$ cat config.mk
export PLATFORM = sky130hd
export DESIGN_NAME = periodic_timer_set_scan
export DESIGN_NICKNAME = d
export VERILOG_FILES = /design/src/rtl/pts_pkg.sv /design/src/rtl/periodic_timer_set_scan.sv /design/src/rtl/pts_div.sv /design/src/rtl/pts_store.sv /design/src/rtl/pts_seq.sv
export SDC_FILE = /design/constraint.sdc
export NUM_CORES = 2
export LEC_CHECK = 0
export BUFFER_PORTS_ARGS = -buffer_cell sky130_fd_sc_hd__buf_2
export CAP_MARGIN = 10
export CORE_AREA = 2 2 321 323
export DETAILED_ROUTE_END_ITERATION = 6
export DIE_AREA = 0 0 323 325
export HOLD_SLACK_MARGIN = 0.05
export PLACE_DENSITY = 0.66
export SLEW_MARGIN = 40
export SYNTH_ARGS = -nofsm -noshare
export SYNTH_HDL_FRONTEND = slang
export SYNTH_SLANG_ARGS = --single-unit
$ cat constraint.sdc
create_clock -name clk -period 23.3 [get_ports clk]
set_input_delay 3.495 -clock clk [delete_from_list [all_inputs] [get_ports clk]]
set_output_delay 3.495 -clock clk [all_outputs]
set_load 0.05 [all_outputs]
$ cat src/rtl/pts_pkg.sv
`timescale 1ns / 1ps
`default_nettype none

package pts_pkg;

    localparam logic [2:0] CMD_SCAN    = 3'd0;
    localparam logic [2:0] CMD_START   = 3'd1;
    localparam logic [2:0] CMD_TIMEOUT = 3'd2;
    localparam logic [2:0] CMD_RESTART = 3'd3;
    localparam logic [2:0] CMD_QUERY   = 3'd4;

    localparam logic [1:0] KIND_FIRED = 2'd0;
    localparam logic [1:0] KIND_DONE  = 2'd1;
    localparam logic [1:0] KIND_ACK   = 2'd2;

    localparam logic [4:0] DIV_LAST = 5'd31;

    typedef struct packed {
        logic [2:0]  cmd;
        logic [2:0]  slot;
        logic [30:0] value;
        logic [31:0] now;
    } req_t;

    typedef struct packed {
        logic [1:0]         kind;
        logic [2:0]         fired_slot;
        logic [31:0]        miss_count;
        logic signed [31:0] next_delay;
        logic               running;
        logic               last;
    } rsp_t;

    typedef struct packed {
        logic [30:0] period;
        logic [31:0] deadline;
    } entry_t;

    typedef struct packed {
        logic   en;
        logic   armed;
        entry_t entry;
    } store_wr_t;

    typedef enum logic [3:0] {
        S_IDLE,
        S_READ,
        S_EVAL,
        S_DIV,
        S_FIRE,
        S_MIN,
        S_NEXT,
        S_DONE,
        S_ACK
    } state_t;

endpackage

`default_nettype wire

$ cat src/rtl/periodic_timer_set_scan.sv
// Channel   Dir   Payload   Handshake
// req       in    req_t     req_valid / req_stall
// rsp       out   rsp_t     rsp_valid / rsp_stall
//
// A command other than scan is read, evaluated and acknowledged; set_restart with a nonzero
// period also runs the serial divider. A scan reads, evaluates and steps past each slot, plus
// a min step per armed slot, a fire step per firing one and a 32-bit divide per periodic one.
// Reset clears the armed flags and the entry valid bits; there is no clearing pass.
// A stalled response holds the sequencer; req_stall is high until the last beat is registered.
`timescale 1ns / 1ps
`default_nettype none

module periodic_timer_set_scan
    import pts_pkg::*;
#(
    parameter int TIMERS = 8
)
(
    input  wire logic   clk,
    input  wire logic   rst_n,
    input  wire logic   req_valid,
    output logic        req_stall,
    input  wire req_t   req,
    output logic        rsp_valid,
    input  wire logic   rsp_stall,
    output rsp_t        rsp
);

    localparam int IW = (TIMERS > 1) ? $clog2(TIMERS) : 1;

    logic [IW-1:0] addr;
    store_wr_t     wr;
    entry_t        rd_entry;
    logic          rd_armed;
    logic          div_start;
    logic [31:0]   div_dividend;
    logic [30:0]   div_divisor;
    logic          div_done;
    logic [31:0]   div_quo;
    logic [30:0]   div_rem;

    pts_store #(
        .TIMERS (TIMERS)
    ) u_store (
        .clk      (clk),
        .rst_n    (rst_n),
        .addr     (addr),
        .wr       (wr),
        .rd_entry (rd_entry),
        .rd_armed (rd_armed)
    );

    pts_div u_div (
        .clk       (clk),
        .rst_n     (rst_n),
        .start     (div_start),
        .dividend  (div_dividend),
        .divisor   (div_divisor),
        .done      (div_done),
        .quotient  (div_quo),
        .remainder (div_rem)
    );

    pts_seq #(
        .TIMERS (TIMERS)
    ) u_seq (
        .clk          (clk),
        .rst_n        (rst_n),
        .req_valid    (req_valid),
        .req_stall    (req_stall),
        .req          (req),
        .rsp_valid    (rsp_valid),
        .rsp_stall    (rsp_stall),
        .rsp          (rsp),
        .addr         (addr),
        .wr           (wr),
        .rd_entry     (rd_entry),
        .rd_armed     (rd_armed),
        .div_start    (div_start),
        .div_dividend (div_dividend),
        .div_divisor  (div_divisor),
        .div_done     (div_done),
        .div_quo      (div_quo),
        .div_rem      (div_rem)
    );

endmodule

`default_nettype wire

$ cat src/rtl/pts_div.sv
`timescale 1ns / 1ps
`default_nettype none

module pts_div
    import pts_pkg::*;
(
    input  wire logic        clk,
    input  wire logic        rst_n,
    input  wire logic        start,
    input  wire logic [31:0] dividend,
    input  wire logic [30:0] divisor,
    output logic             done,
    output logic [31:0]      quotient,
    output logic [30:0]      remainder
);

    logic        busy_reg;
    logic        done_reg;
    logic [4:0]  cnt_reg;
    logic [31:0] quo_reg;
    logic [30:0] rem_reg;
    logic [30:0] dvs_reg;
    logic [31:0] shifted;
    logic [31:0] trial;
    logic        ge;

    always_comb
    begin
        shifted = {rem_reg, quo_reg[31]};
        ge      = (shifted >= {1'b0, dvs_reg});
        trial   = shifted - {1'b0, dvs_reg};
    end

    always_ff @(posedge clk or negedge rst_n)
    begin
        if (!rst_n)
        begin
            busy_reg <= 1'b0;
            done_reg <= 1'b0;
            cnt_reg  <= '0;
        end
        else
        begin
            done_reg <= 1'b0;
            if (start)
            begin
                busy_reg <= 1'b1;
                cnt_reg  <= '0;
            end
            else if (busy_reg)
            begin
                cnt_reg <= cnt_reg + 5'd1;
                if (cnt_reg == DIV_LAST)
                begin
                    busy_reg <= 1'b0;
                    done_reg <= 1'b1;
                end
            end
        end
    end

    always_ff @(posedge clk)
    begin
        if (start)
        begin
            quo_reg <= dividend;
            rem_reg <= '0;
            dvs_reg <= divisor;
        end
        else if (busy_reg)
        begin
            quo_reg <= {quo_reg[30:0], ge};
            rem_reg <= ge ? trial[30:0] : shifted[30:0];
        end
    end

    assign done      = done_reg;
    assign quotient  = quo_reg;
    assign remainder = rem_reg;

endmodule

`default_nettype wire

$ cat src/rtl/pts_store.sv
`timescale 1ns / 1ps
`default_nettype none

module pts_store
    import pts_pkg::*;
#(
    parameter int TIMERS = 8,
    localparam int IW = (TIMERS > 1) ? $clog2(TIMERS) : 1
)
(
    input  wire logic            clk,
    input  wire logic            rst_n,
    input  wire logic [IW-1:0]   addr,
    input  wire store_wr_t       wr,
    output entry_t               rd_entry,
    output logic                 rd_armed
);

    entry_t              mem [TIMERS];
    entry_t              rd_data_reg;
    logic [TIMERS-1:0]   valid_reg;
    logic [TIMERS-1:0]   armed_reg;
    logic                rd_valid_reg;
    logic                rd_armed_reg;

    always_ff @(posedge clk)
    begin
        if (wr.en)
        begin
            mem[addr] <= wr.entry;
        end
        rd_data_reg <= mem[addr];
    end

    always_ff @(posedge clk or negedge rst_n)
    begin
        if (!rst_n)
        begin
            valid_reg    <= '0;
            armed_reg    <= '0;
            rd_valid_reg <= 1'b0;
            rd_armed_reg <= 1'b0;
        end
        else
        begin
            rd_valid_reg <= valid_reg[addr];
            rd_armed_reg <= armed_reg[addr];
            if (wr.en)
            begin
                valid_reg[addr] <= 1'b1;
                armed_reg[addr] <= wr.armed;
            end
        end
    end

    // An entry never written reads as zero, as after reset.
    assign rd_entry = rd_valid_reg ? rd_data_reg : '0;
    assign rd_armed = rd_armed_reg;

endmodule

`default_nettype wire

$ cat src/rtl/pts_seq.sv
`timescale 1ns / 1ps
`default_nettype none

module pts_seq
    import pts_pkg::*;
#(
    parameter int TIMERS = 8,
    localparam int IW = (TIMERS > 1) ? $clog2(TIMERS) : 1
)
(
    input  wire logic          clk,
    input  wire logic          rst_n,
    input  wire logic          req_valid,
    output logic               req_stall,
    input  wire req_t          req,
    output logic               rsp_valid,
    input  wire logic          rsp_stall,
    output rsp_t               rsp,
    output logic [IW-1:0]      addr,
    output store_wr_t          wr,
    input  wire entry_t        rd_entry,
    input  wire logic          rd_armed,
    output logic               div_start,
    output logic [31:0]        div_dividend,
    output logic [30:0]        div_divisor,
    input  wire logic          div_done,
    input  wire logic [31:0]   div_quo,
    input  wire logic [30:0]   div_rem
);

    localparam logic [IW-1:0] LAST_IDX = IW'(TIMERS - 1);

    state_t         state_reg, state_next;
    logic [2:0]     cmd_reg, cmd_next;
    logic [2:0]     slot_reg, slot_next;
    logic [30:0]    value_reg, value_next;
    logic [31:0]    now_reg, now_next;
    logic [IW-1:0]  idx_reg, idx_next;
    logic           run_reg, run_next;
    logic [31:0]    cnt_reg, cnt_next;
    logic [31:0]    t_reg, t_next;
    logic [31:0]    best_reg, best_next;
    logic           have_reg, have_next;
    logic [30:0]    p_reg, p_next;
    logic           eneg_reg, eneg_next;
    logic           rsp_valid_reg, rsp_valid_next;
    rsp_t           rsp_reg, rsp_next;

    logic           is_scan;
    logic           req_oor;
    logic [31:0]    diff;
    logic           expired;
    logic [31:0]    mag;
    logic [31:0]    now_plus_value;
    logic [31:0]    base;
    logic [31:0]    new_deadline;
    logic [31:0]    tdiff;
    logic [31:0]    bdiff;
    logic           take;
    logic           rsp_free;
    logic           emit;
    rsp_t           emit_rsp;

    always_comb
    begin
        is_scan        = (cmd_reg == CMD_SCAN);
        req_oor        = (req.cmd != CMD_SCAN) && (32'(req.slot) >= 32'(TIMERS));
        diff           = rd_entry.deadline - now_reg;
        expired        = diff[31] || (diff == 32'd0);
        mag            = expired ? (32'd0 - diff) : diff;
        now_plus_value = now_reg + {1'b0, value_reg};
        base           = now_reg + {1'b0, p_reg};
        // The catch-up step lands on now plus a period, less or plus the remainder.
        new_deadline   = eneg_reg ? (base + {1'b0, div_rem}) : (base - {1'b0, div_rem});
        tdiff          = t_reg - now_reg;
        bdiff          = t_reg - best_reg;
        take           = !tdiff[31] && (!have_reg || bdiff[31]);
        rsp_free       = !rsp_valid_reg || !rsp_stall;
    end

    always_comb
    begin
        state_next = state_reg;
        case (state_reg)
            S_IDLE:
            begin
                if (req_valid)
                begin
                    state_next = req_oor ? S_ACK : S_READ;
                end
            end
            S_READ:
            begin
                state_next = S_EVAL;
            end
            S_EVAL:
            begin
                case (cmd_reg)
                    CMD_SCAN:
                    begin
                        if (!rd_armed)
                        begin
                            state_next = S_NEXT;
                        end
                        else if (expired)
                        begin
                            state_next = (rd_entry.period != '0) ? S_DIV : S_FIRE;
                        end
                        else
                        begin
                            state_next = S_MIN;
                        end
                    end
                    CMD_RESTART:
                    begin
                        state_next = (value_reg != '0) ? S_DIV : S_ACK;
                    end
                    default:
                    begin
                        state_next = S_ACK;
                    end
                endcase
            end
            S_DIV:
            begin
                if (div_done)
                begin
                    state_next = is_scan ? S_FIRE : S_ACK;
                end
            end
            S_FIRE:
            begin
                if (rsp_free)
                begin
                    state_next = S_MIN;
                end
            end
            S_MIN:
            begin
                state_next = S_NEXT;
            end
            S_NEXT:
            begin
                state_next = (idx_reg == LAST_IDX) ? S_DONE : S_READ;
            end
            S_DONE, S_ACK:
            begin
                if (rsp_free)
                begin
                    state_next = S_IDLE;
                end
            end
            default:
            begin
                state_next = S_IDLE;
            end
        endcase
    end

    always_comb
    begin
        req_stall    = (state_reg != S_IDLE);
        addr         = idx_reg;
        div_dividend = mag;
        div_divisor  = is_scan ? rd_entry.period : value_reg;
        div_start    = 1'b0;
        wr           = '0;
        emit         = 1'b0;
        emit_rsp     = '0;
        case (state_reg)
            S_EVAL:
            begin
                case (cmd_reg)
                    CMD_SCAN:
                    begin
                        if (rd_armed && expired)
                        begin
                            if (rd_entry.period != '0)
                            begin
                                div_start = 1'b1;
                            end
                            else
                            begin
                                wr.en    = 1'b1;
                                wr.armed = 1'b0;
                                wr.entry = rd_entry;
                            end
                        end
                    end
                    CMD_START:
                    begin
                        wr.en             = 1'b1;
                        wr.armed          = (value_reg != '0);
                        wr.entry.period   = value_reg;
                        wr.entry.deadline = now_plus_value;
                    end
                    CMD_TIMEOUT:
                    begin
                        wr.en             = 1'b1;
                        wr.armed          = 1'b1;
                        wr.entry.period   = rd_entry.period;
                        wr.entry.deadline = now_plus_value;
                    end
                    CMD_RESTART:
                    begin
                        if (value_reg != '0)
                        begin
                            div_start = 1'b1;
                        end
                        else
                        begin
                            wr.en             = 1'b1;
                            wr.armed          = 1'b0;
                            wr.entry.period   = '0;
                            wr.entry.deadline = rd_entry.deadline;
                        end
                    end
                    default:
                    begin
                        wr = '0;
                    end
                endcase
            end
            S_DIV:
            begin
                if (div_done)
                begin
                    wr.en             = 1'b1;
                    wr.armed          = 1'b1;
                    wr.entry.period   = p_reg;
                    wr.entry.deadline = new_deadline;
                end
            end
            S_FIRE:
            begin
                emit                = rsp_free;
                emit_rsp.kind       = KIND_FIRED;
                emit_rsp.fired_slot = 3'(idx_reg);
                emit_rsp.miss_count = cnt_reg;
                emit_rsp.running    = run_reg;
            end
            S_DONE:
            begin
                emit                = rsp_free;
                emit_rsp.kind       = KIND_DONE;
                emit_rsp.next_delay = have_reg ? signed'(best_reg - now_reg) : -32'sd1;
                emit_rsp.last       = 1'b1;
            end
            S_ACK:
            begin
                emit                = rsp_free;
                emit_rsp.kind       = KIND_ACK;
                emit_rsp.fired_slot = slot_reg;
                emit_rsp.running    = run_reg;
                emit_rsp.last       = 1'b1;
            end
            default:
            begin
                emit = 1'b0;
            end
        endcase
    end

    always_comb
    begin
        cmd_next       = cmd_reg;
        slot_next      = slot_reg;
        value_next     = value_reg;
        now_next       = now_reg;
        idx_next       = idx_reg;
        run_next       = run_reg;
        cnt_next       = cnt_reg;
        t_next         = t_reg;
        best_next      = best_reg;
        have_next      = have_reg;
        p_next         = p_reg;
        eneg_next      = eneg_reg;
        rsp_valid_next = rsp_valid_reg;
        rsp_next       = rsp_reg;

        if (emit)
        begin
            rsp_valid_next = 1'b1;
            rsp_next       = emit_rsp;
        end
        else if (!rsp_stall)
        begin
            rsp_valid_next = 1'b0;
        end

        case (state_reg)
            S_IDLE:
            begin
                if (req_valid)
                begin
                    cmd_next   = req.cmd;
                    slot_next  = req.slot;
                    value_next = req.value;
                    now_next   = req.now;
                    idx_next   = (req.cmd == CMD_SCAN || req_oor) ? '0 : IW'(req.slot);
                    have_next  = 1'b0;
                    run_next   = 1'b0;
                end
            end
            S_EVAL:
            begin
                p_next    = is_scan ? rd_entry.period : value_reg;
                eneg_next = !expired;
                t_next    = rd_entry.deadline;
                cnt_next  = 32'd1;
                case (cmd_reg)
                    CMD_SCAN:
                    begin
                        run_next = 1'b0;
                    end
                    CMD_START, CMD_RESTART:
                    begin
                        run_next = (value_reg != '0);
                    end
                    CMD_TIMEOUT:
                    begin
                        run_next = 1'b1;
                    end
                    CMD_QUERY:
                    begin
                        run_next = rd_armed;
                    end
                    default:
                    begin
                        run_next = rd_armed;
                    end
                endcase
            end
            S_DIV:
            begin
                if (div_done)
                begin
                    t_next   = new_deadline;
                    cnt_next = div_quo + 32'd1;
                    run_next = 1'b1;
                end
            end
            S_MIN:
            begin
                if (take)
                begin
                    best_next = t_reg;
                    have_next = 1'b1;
                end
            end
            S_NEXT:
            begin
                if (idx_reg != LAST_IDX)
                begin
                    idx_next = idx_reg + IW'(1);
                end
            end
            default:
            begin
                run_next = run_reg;
            end
        endcase
    end

    always_ff @(posedge clk or negedge rst_n)
    begin
        if (!rst_n)
        begin
            state_reg     <= S_IDLE;
            rsp_valid_reg <= 1'b0;
        end
        else
        begin
            state_reg     <= state_next;
            rsp_valid_reg <= rsp_valid_next;
        end
    end

    always_ff @(posedge clk)
    begin
        cmd_reg   <= cmd_next;
        slot_reg  <= slot_next;
        value_reg <= value_next;
        now_reg   <= now_next;
        idx_reg   <= idx_next;
        run_reg   <= run_next;
        cnt_reg   <= cnt_next;
        t_reg     <= t_next;
        best_reg  <= best_next;
        have_reg  <= have_next;
        p_reg     <= p_next;
        eneg_reg  <= eneg_next;
        rsp_reg   <= rsp_next;
    end

    assign rsp_valid = rsp_valid_reg;
    assign rsp       = rsp_reg;

endmodule

`default_nettype wire

# After elaboration in Yosys (flattened, before gate mapping)
# Memories as Yosys holds them, arrays and structs flattened. A register that Yosys moved wholly into a read port is not among the register bits.
# Cells that the tools add are included.
[totals]
latchBits = 0
regBits = 397
inputBits = 73
output_inout_bits = 73
romBits = 0
mem_count = 1
word_cells = 171
ram_bits = 504
[classes]
magnitude_cmp = 3
shift = 0
n_bitwise = 1
reduce_logical = 34
add_sub_neg = 13
n_eq_ne = 21
muxes = 68
div_mod_pow = 0
multipliers = 0
[memory_table]
columns = ["memory", "words", "word_bits", "read_ports", "rd_ports_with_merged_regs", "wr", "line", "rtl"]
rows = [
  ["u_store.mem", 8, 63, 1, 1, 1, "pts_store.sv:19", "entry_t mem [TIMERS];"],
]
[op_table]
columns = ["operator", "count"]
rows = [
  ["$mux W65", 4],
  ["$pmux W65 S4", 1],
  ["$mux W32", 7],
  ["$pmux W65 S2", 1],
  ["$pmux W32 S2", 2],
  ["$sub A32 B32 Y32", 4],
  ["$add A32 B31 Y32", 3],
  ["$mux W63", 1],
  ["$mux W31", 2],
  ["$reduce_bool A31 Y1", 2],
  ["$add A32 B1 Y32 const B", 1],
  ["$ge A32 B31 Y1", 1],
  ["$logic_not A32 Y1", 1],
  ["$mux W4", 8],
  ["$pmux W4 S8", 1],
  ["$sub A1 B32 Y32 const A", 1],
  ["$sub A32 B31 Y32", 1],
  ["$sub A31 B31 Y31", 1],
  ["$mux W1", 22],
  ["$eq A4 B3 Y1 const B", 4],
  ["$mux W3", 5],
  ["$pmux W3 S2", 2],
  ["$mux W5", 2],
  ["$ne A2 B1 Y1 const B", 5],
  ["other kinds (34)", 58],
]

# Longest topological paths before layout
[depth]
word_depth = 10
mapped_depth = 28
mapped_depth_nobuf = 28

# By module
# Synthesis repeated with hierarchy kept, for this count alone.
[unflattened]
hier_cells = 4021
area_unflattened_um2 = 49926.6
[by_module_without_submodules]
columns = ["mod", "cells_each", "seq_area_each_um2", "instances", "area_each_um2"]
rows = [
  ["pts_seq", 2346, 8323.0, 1, 22531.6],
  ["pts_store", 1115, 16846.2, 1, 21559.4],
  ["pts_div", 560, 2687.6, 1, 5835.6],
]

# Worst setup path before layout
# OpenSTA, ideal clock, no wires.
[synth_timing]
kind = "reg-to-reg"
from = "register u_store.rd_valid_reg"
to = "memory u_store.mem[1][0] in the netlist's numbering, enable pin"
period_less_slack_ps = 8453
setup_ps = 508
n_path_buf = 9
path_stages_with_launch = 24
t_required_ps = 22792
arrival_time_ps = 7945
path_slack_ps = 14847
cell_sequence = "dfrtp_1 > buf_4 > buf_6 > buf_6 > buf_6 > buf_4 > buf_2 > buf_2 > clkbuf_1 > clkbuf_1 > nand2_1 > inv_1 > ha_1 > nor2b_1 > o2bb2ai_1 > and3_1 > nor2_1 > o21ba_1 > a2111oi_2 > nand3_1 > nor4_4 > nand3_4 > o31a_4 > a21oi_1"
[synth_via]
elab_chain_len = 10
word_cells_on_any_way = 12
cone_classes = "add/sub (1); mux (7); reduce/logical (4)"
[synth_rtl]
columns = ["element", "line", "rtl"]
rows = [
  ["start: declaration", "pts_store.sv:23", "logic rd_valid_reg;"],
  ["start signal: assignment", "pts_store.sv:46", "rd_valid_reg <= valid_reg[addr];"],
  ["$mux W63 *", "pts_store.sv:57", "assign rd_entry = rd_valid_reg ? rd_data_reg : '0;"],
  ["$sub A32 B32 Y32", "pts_seq.sv:68", "diff = rd_entry.deadline - now_reg;"],
  ["$logic_not A32 Y1", "pts_seq.sv:69", "expired = diff[31] || (diff == 32'd0);"],
  ["$logic_or A1 B1 Y1", "pts_seq.sv:69", ""],
  ["$logic_and A1 B1 Y1", "pts_seq.sv:176", "if (rd_armed && expired)"],
  ["$mux W65 *", "pts_seq.sv:176", ""],
  ["$pmux W65 S4 *", "pts_seq.sv:173", "case (cmd_reg)"],
  ["$pmux W65 S2 *", "pts_seq.sv:170", "case (state_reg)"],
  ["$mux W1 *", "pts_store.sv:28", "if (wr.en)"],
  ["$mux W1 (not written as such) *", "pts_store.sv:30", "mem[addr] <= wr.entry;"],
  ["end: declaration", "pts_store.sv:19", ""],
]
# Every way passes the cells marked *; elsewhere a longest branch is shown, timed or not.

# Final worst setup path
[layout_timing]
from = "register u_store.rd_valid_reg"
to = "memory u_store.mem[0][33] in the netlist's numbering, enable pin"
# The elaborated chain is that of the path after synthesis.

==> flow_summary_export.csv <==
group,metric,value,unit
placed_design,place.gp.congestion,0.9278,
critical_path,timing.critical_path.depth,17,
critical_path,timing.critical_path.buf_inv,5,
power,leakagePower,20.86,nW
logic_synthesis,synthMuxAreaShare,8.265,%
logic_synthesis,synth_xor_xnor_area_share,4.287,%
global_route,first_global_vias,33150,
global_route,grt_antenna_before_repair,2,
clocking,post_cts_hold_buffer_count,0,
sta,setup_ws,15.94,ns
clocking,postCtsSetupRepairBufs,0,
placed_design,detailed_place.area,0.05283,sq mm
clocking,tritoncts,"done",
logic_synthesis,syn_area,0.05046,sq mm
global_route,grt_pass1_wl,203800,microns
power,max-vdd-ir-drop,78.12,uV
critical_path,timing.critical_path.required,23.63,ns
sta,layout_min_cycle_time,7.356,ns
clocking,clk_latency,0.70,ns
detailed_routing,drtIter0Drc,3292,
sta,slew_headroom,40.33,%
sta,final-setup-viol-count,0,
final_layout,post_route_cells_drive_above_1_share,16.00,%
min_path,whs_path_depth,1,
critical_path,worst_path_largest_cell_delay,0.68,ns
power,power_density_of_the_placed_cells,134.2,mW/mm^2
sta,achievable-frequency,0.1359,GHz
logic_synthesis,synth-seq-area-share,55.21,%
detailed_routing,totalWireLength,135500,microns
floorplan,initial_core_util,49.81,%
logic_synthesis,async_reset_ff_share,3.112,%
detailed_routing,avgViaCountPerCell,6.074,
floorplan,core-area,0.1013,sq mm
logic_synthesis,syn_nets,4370,
sta,fin_crit_sh,31.57,%
logic_synthesis,synthFlopType,"edfxtp_1",
detailed_routing,drt_pre_antenna_iters,6,
floorplan,die_w,323,microns
run,max_cap_viol_count,0,
clocking,tritoncts.num_buffers,100,
critical_path,critical_path_class,"reg -> reg",
logic_synthesis,synthAdderAreaFrac,6.155,%
power,power.total,7.560,mW
power,total_switching_power,3.121,mW
logic_synthesis,postSynthAreaPerCell,12.45,sq um
critical_path,path_max_fanout,65,
logic_synthesis,ys_types,117,
power,clkPwrFrac,21.1,%
placed_design,dpl_worst_slack,16.07,ns
logic_synthesis,synth_top_family_by_area,"compound AO/OA/AOI/OAI gates",
final_layout,design.final.nets,4509,
critical_path,critPathTopFamily,"buffers and inverters",
detailed_routing,drt-wirelength-per-cell,23.99,microns
critical_path,cp_slowest_cell,"buf_4",
logic_synthesis,synthTopCellsByCount,"840 x edfxtp_1, 276 x nand2_1, 248 x a21oi_1",
critical_path,timing.critical_path.cells,"buf_4 > buf_4 > nand2_1 > inv_1 > ha_1 > a41oi_1 > o31ai_1 > a211oi_1 > a21oi_2 > xnor2_1 > o2111ai_2 > nor4_4 > nand3_4 > o31a_4 > a2111oi_4 > buf_4 > buf_4",
outcome,run_status,"finished clean",
clocking,post_cts.resized_instances,0,
final_layout,largest_register_ff_count,504,
global_route,gr-total-overflow,0,
sta,worst_slew_pin_slew,0.8950,ns
placed_design,numPlacedInstances,5459,
detailed_routing,vias,34310,
critical_path,r2r.worst_path.cells,17,
logic_synthesis,yosys.area.top_type,"edfxtp_1",
sta,rsz0062_at_grt,"false",
clocking,path_clk_slew,0.06,ns
sta,setup_total_negative_slack,0,ns
logic_synthesis,post_synth_main_area_contributors,"edfxtp_1 50%, ha_1 5.9%, mux4_2 5.8%",
power,p_sw_share,41.28,%
final_layout,fin_area,0.05634,sq mm
power,pwr-share-seq,33.4,%
min_path,hold_class,"reg -> reg",
logic_synthesis,synthSimpleGateAreaFrac,9.681,%
critical_path,cp-start-kind,"flop",
detailed_routing,antenna_left,0,
detailed_routing,drc,0,
final_layout,fillers,8491,
logic_synthesis,synth_enable_flop_cells,840,
sta,maxSlewViolCount,0,
final_layout,layout.cells.non_filler,5649,
clocking,clk_buf_depth,3,
critical_path,worstPathArrival,7.68,ns
floorplan,ios,146,
sta,hold_viol_final,0,
floorplan,fp.dieArea,0.1050,sq mm
critical_path,worst_setup_path_end_kind,"flop",
logic_synthesis,yosysMostFrequentCell,"edfxtp_1",
global_route,grt.total_usage,25.68,%
power,power.share.combinational,45.5,%
clocking,cts_max_level,3,
power,p_int,4.439,mW
logic_synthesis,synth_compound_area_share,13.58,%
logic_synthesis,yosysTopAreaCellShare,49.99,%
clocking,cts.sinks,964,
logic_synthesis,synth_seq_cells,964,
logic_synthesis,syn-instance-count,4054,
critical_path,cp_common_cell,"buf_4",
placed_design,numPortBuffers,145,
sta,finClkSkew,0.01818,ns
floorplan,row_count,117,
final_layout,area_growth_syn_to_layout,11.65,%
placed_design,place.detailed.hpwl,95540,microns
global_route,grt_max_degree,73,
floorplan,dieHeight,325,microns
clocking,clk_root_buffer_cell,"clkbuf_16",
logic_synthesis,yosysWarnings,0,
final_layout,antenna_cell_count,0,
worst paths after layout:
| path | start | end | slack [ns] |
|---|---|---|---|
| setup / recovery | u_store.rd_valid_reg | u_store.mem[0][33] | 15.94 |
| hold / removal | u_store.valid_reg[5] | u_store.valid_reg[5] | 0.47 |
| setup reg to reg | u_store.rd_valid_reg | u_store.mem[0][33] | 15.94 |
| hold reg to reg | u_store.valid_reg[5] | u_store.valid_reg[5] | 0.47 |
| max in group asynchronous | rst_n | u_store.rd_valid_reg | 20.14 |
| min in group asynchronous | rst_n | u_seq.rsp_valid | 2.76 |
layout make-up:
class / count / area, sq um / area share, %
sequential: 964 / 27860 / 49.45
tap: 1368 / 1712 / 3.038
clock inverter: 45 / 508.0 / 0.9017
inverter: 190 / 715.7 / 1.270
multi-input combinational: 2737 / 21500 / 38.17
timing repair buffer: 200 / 1242 / 2.205
clock buffer: 145 / 2794 / 4.959
routing by layer:
| layer | GRT usage [%] | wire (microns) |
|---|---|---|
| met5 | 0 | 0 |
| met2 | 41.02 | 62990 |
| met1 | 35.83 | 58190 |
| met4 | 9.100 | 4759 |
| met3 | 3.717 | 9594 |
logic make-up after synthesis:
| logic type | count (synthesis) |
|---|---|
| buffers and inverters | 353 |
| xor gates and xnor gates | 247 |
| muxes | 243 |
| DFF | 964 |
| AOI/OAI and AO/OA | 1018 |
| and+or+nand+nor | 984 |
| adders and majority gates | 245 |
power by group through the flow:
| stage | clock network (mW) | registers, mW | logic, mW |
|---|---|---|---|
| finish | 1.60 | 2.53 | 3.44 |
| CTS | 1.63 | 2.52 | 3.40 |
| global placement | 0 | 2.55 | 3.35 |
| detailed placement | 0 | 2.55 | 3.38 |
| floorplan | 0 | 2.57 | 2.39 |
| global route | 1.70 | 2.55 | 3.73 |
layout by cell type, fill, tap and decap left out, types with 36 or more instances in the layout:
master     instances
o21ai_0          195
nand2_1          274
buf_2            144
nor2_1           223
mux4_2           130
and3_1            72
a211oi_1          55
a22oi_1           56
o31ai_2           37
clkbuf_16        102
xor2_1           105
nand4_1           36
inv_1            185
dfxtp_1           94
ha_1             237
nand2b_1          45
nor3_1            62
a21o_1           109
nand3_1           79
xnor2_1          142
o31ai_1           40
edfxtp_1         840
a21oi_1          239
nor2b_1           36
mux2_2            75
buf_4             46
stage by stage:
| stage | util, % | hold WS, ns |
|---|---|---|
| final | 55.61 | 0.4726 |
| after CTS | 55.41 | 0.4760 |
| after floorplan | - | 0.4286 |
| after detailed placement | 52.15 | 0.4566 |
| after global routing | 55.61 | 0.4879 |
| after global placement | 52.05 | 0.4479 |
Note: power is estimated with default switching activity, not from simulation.
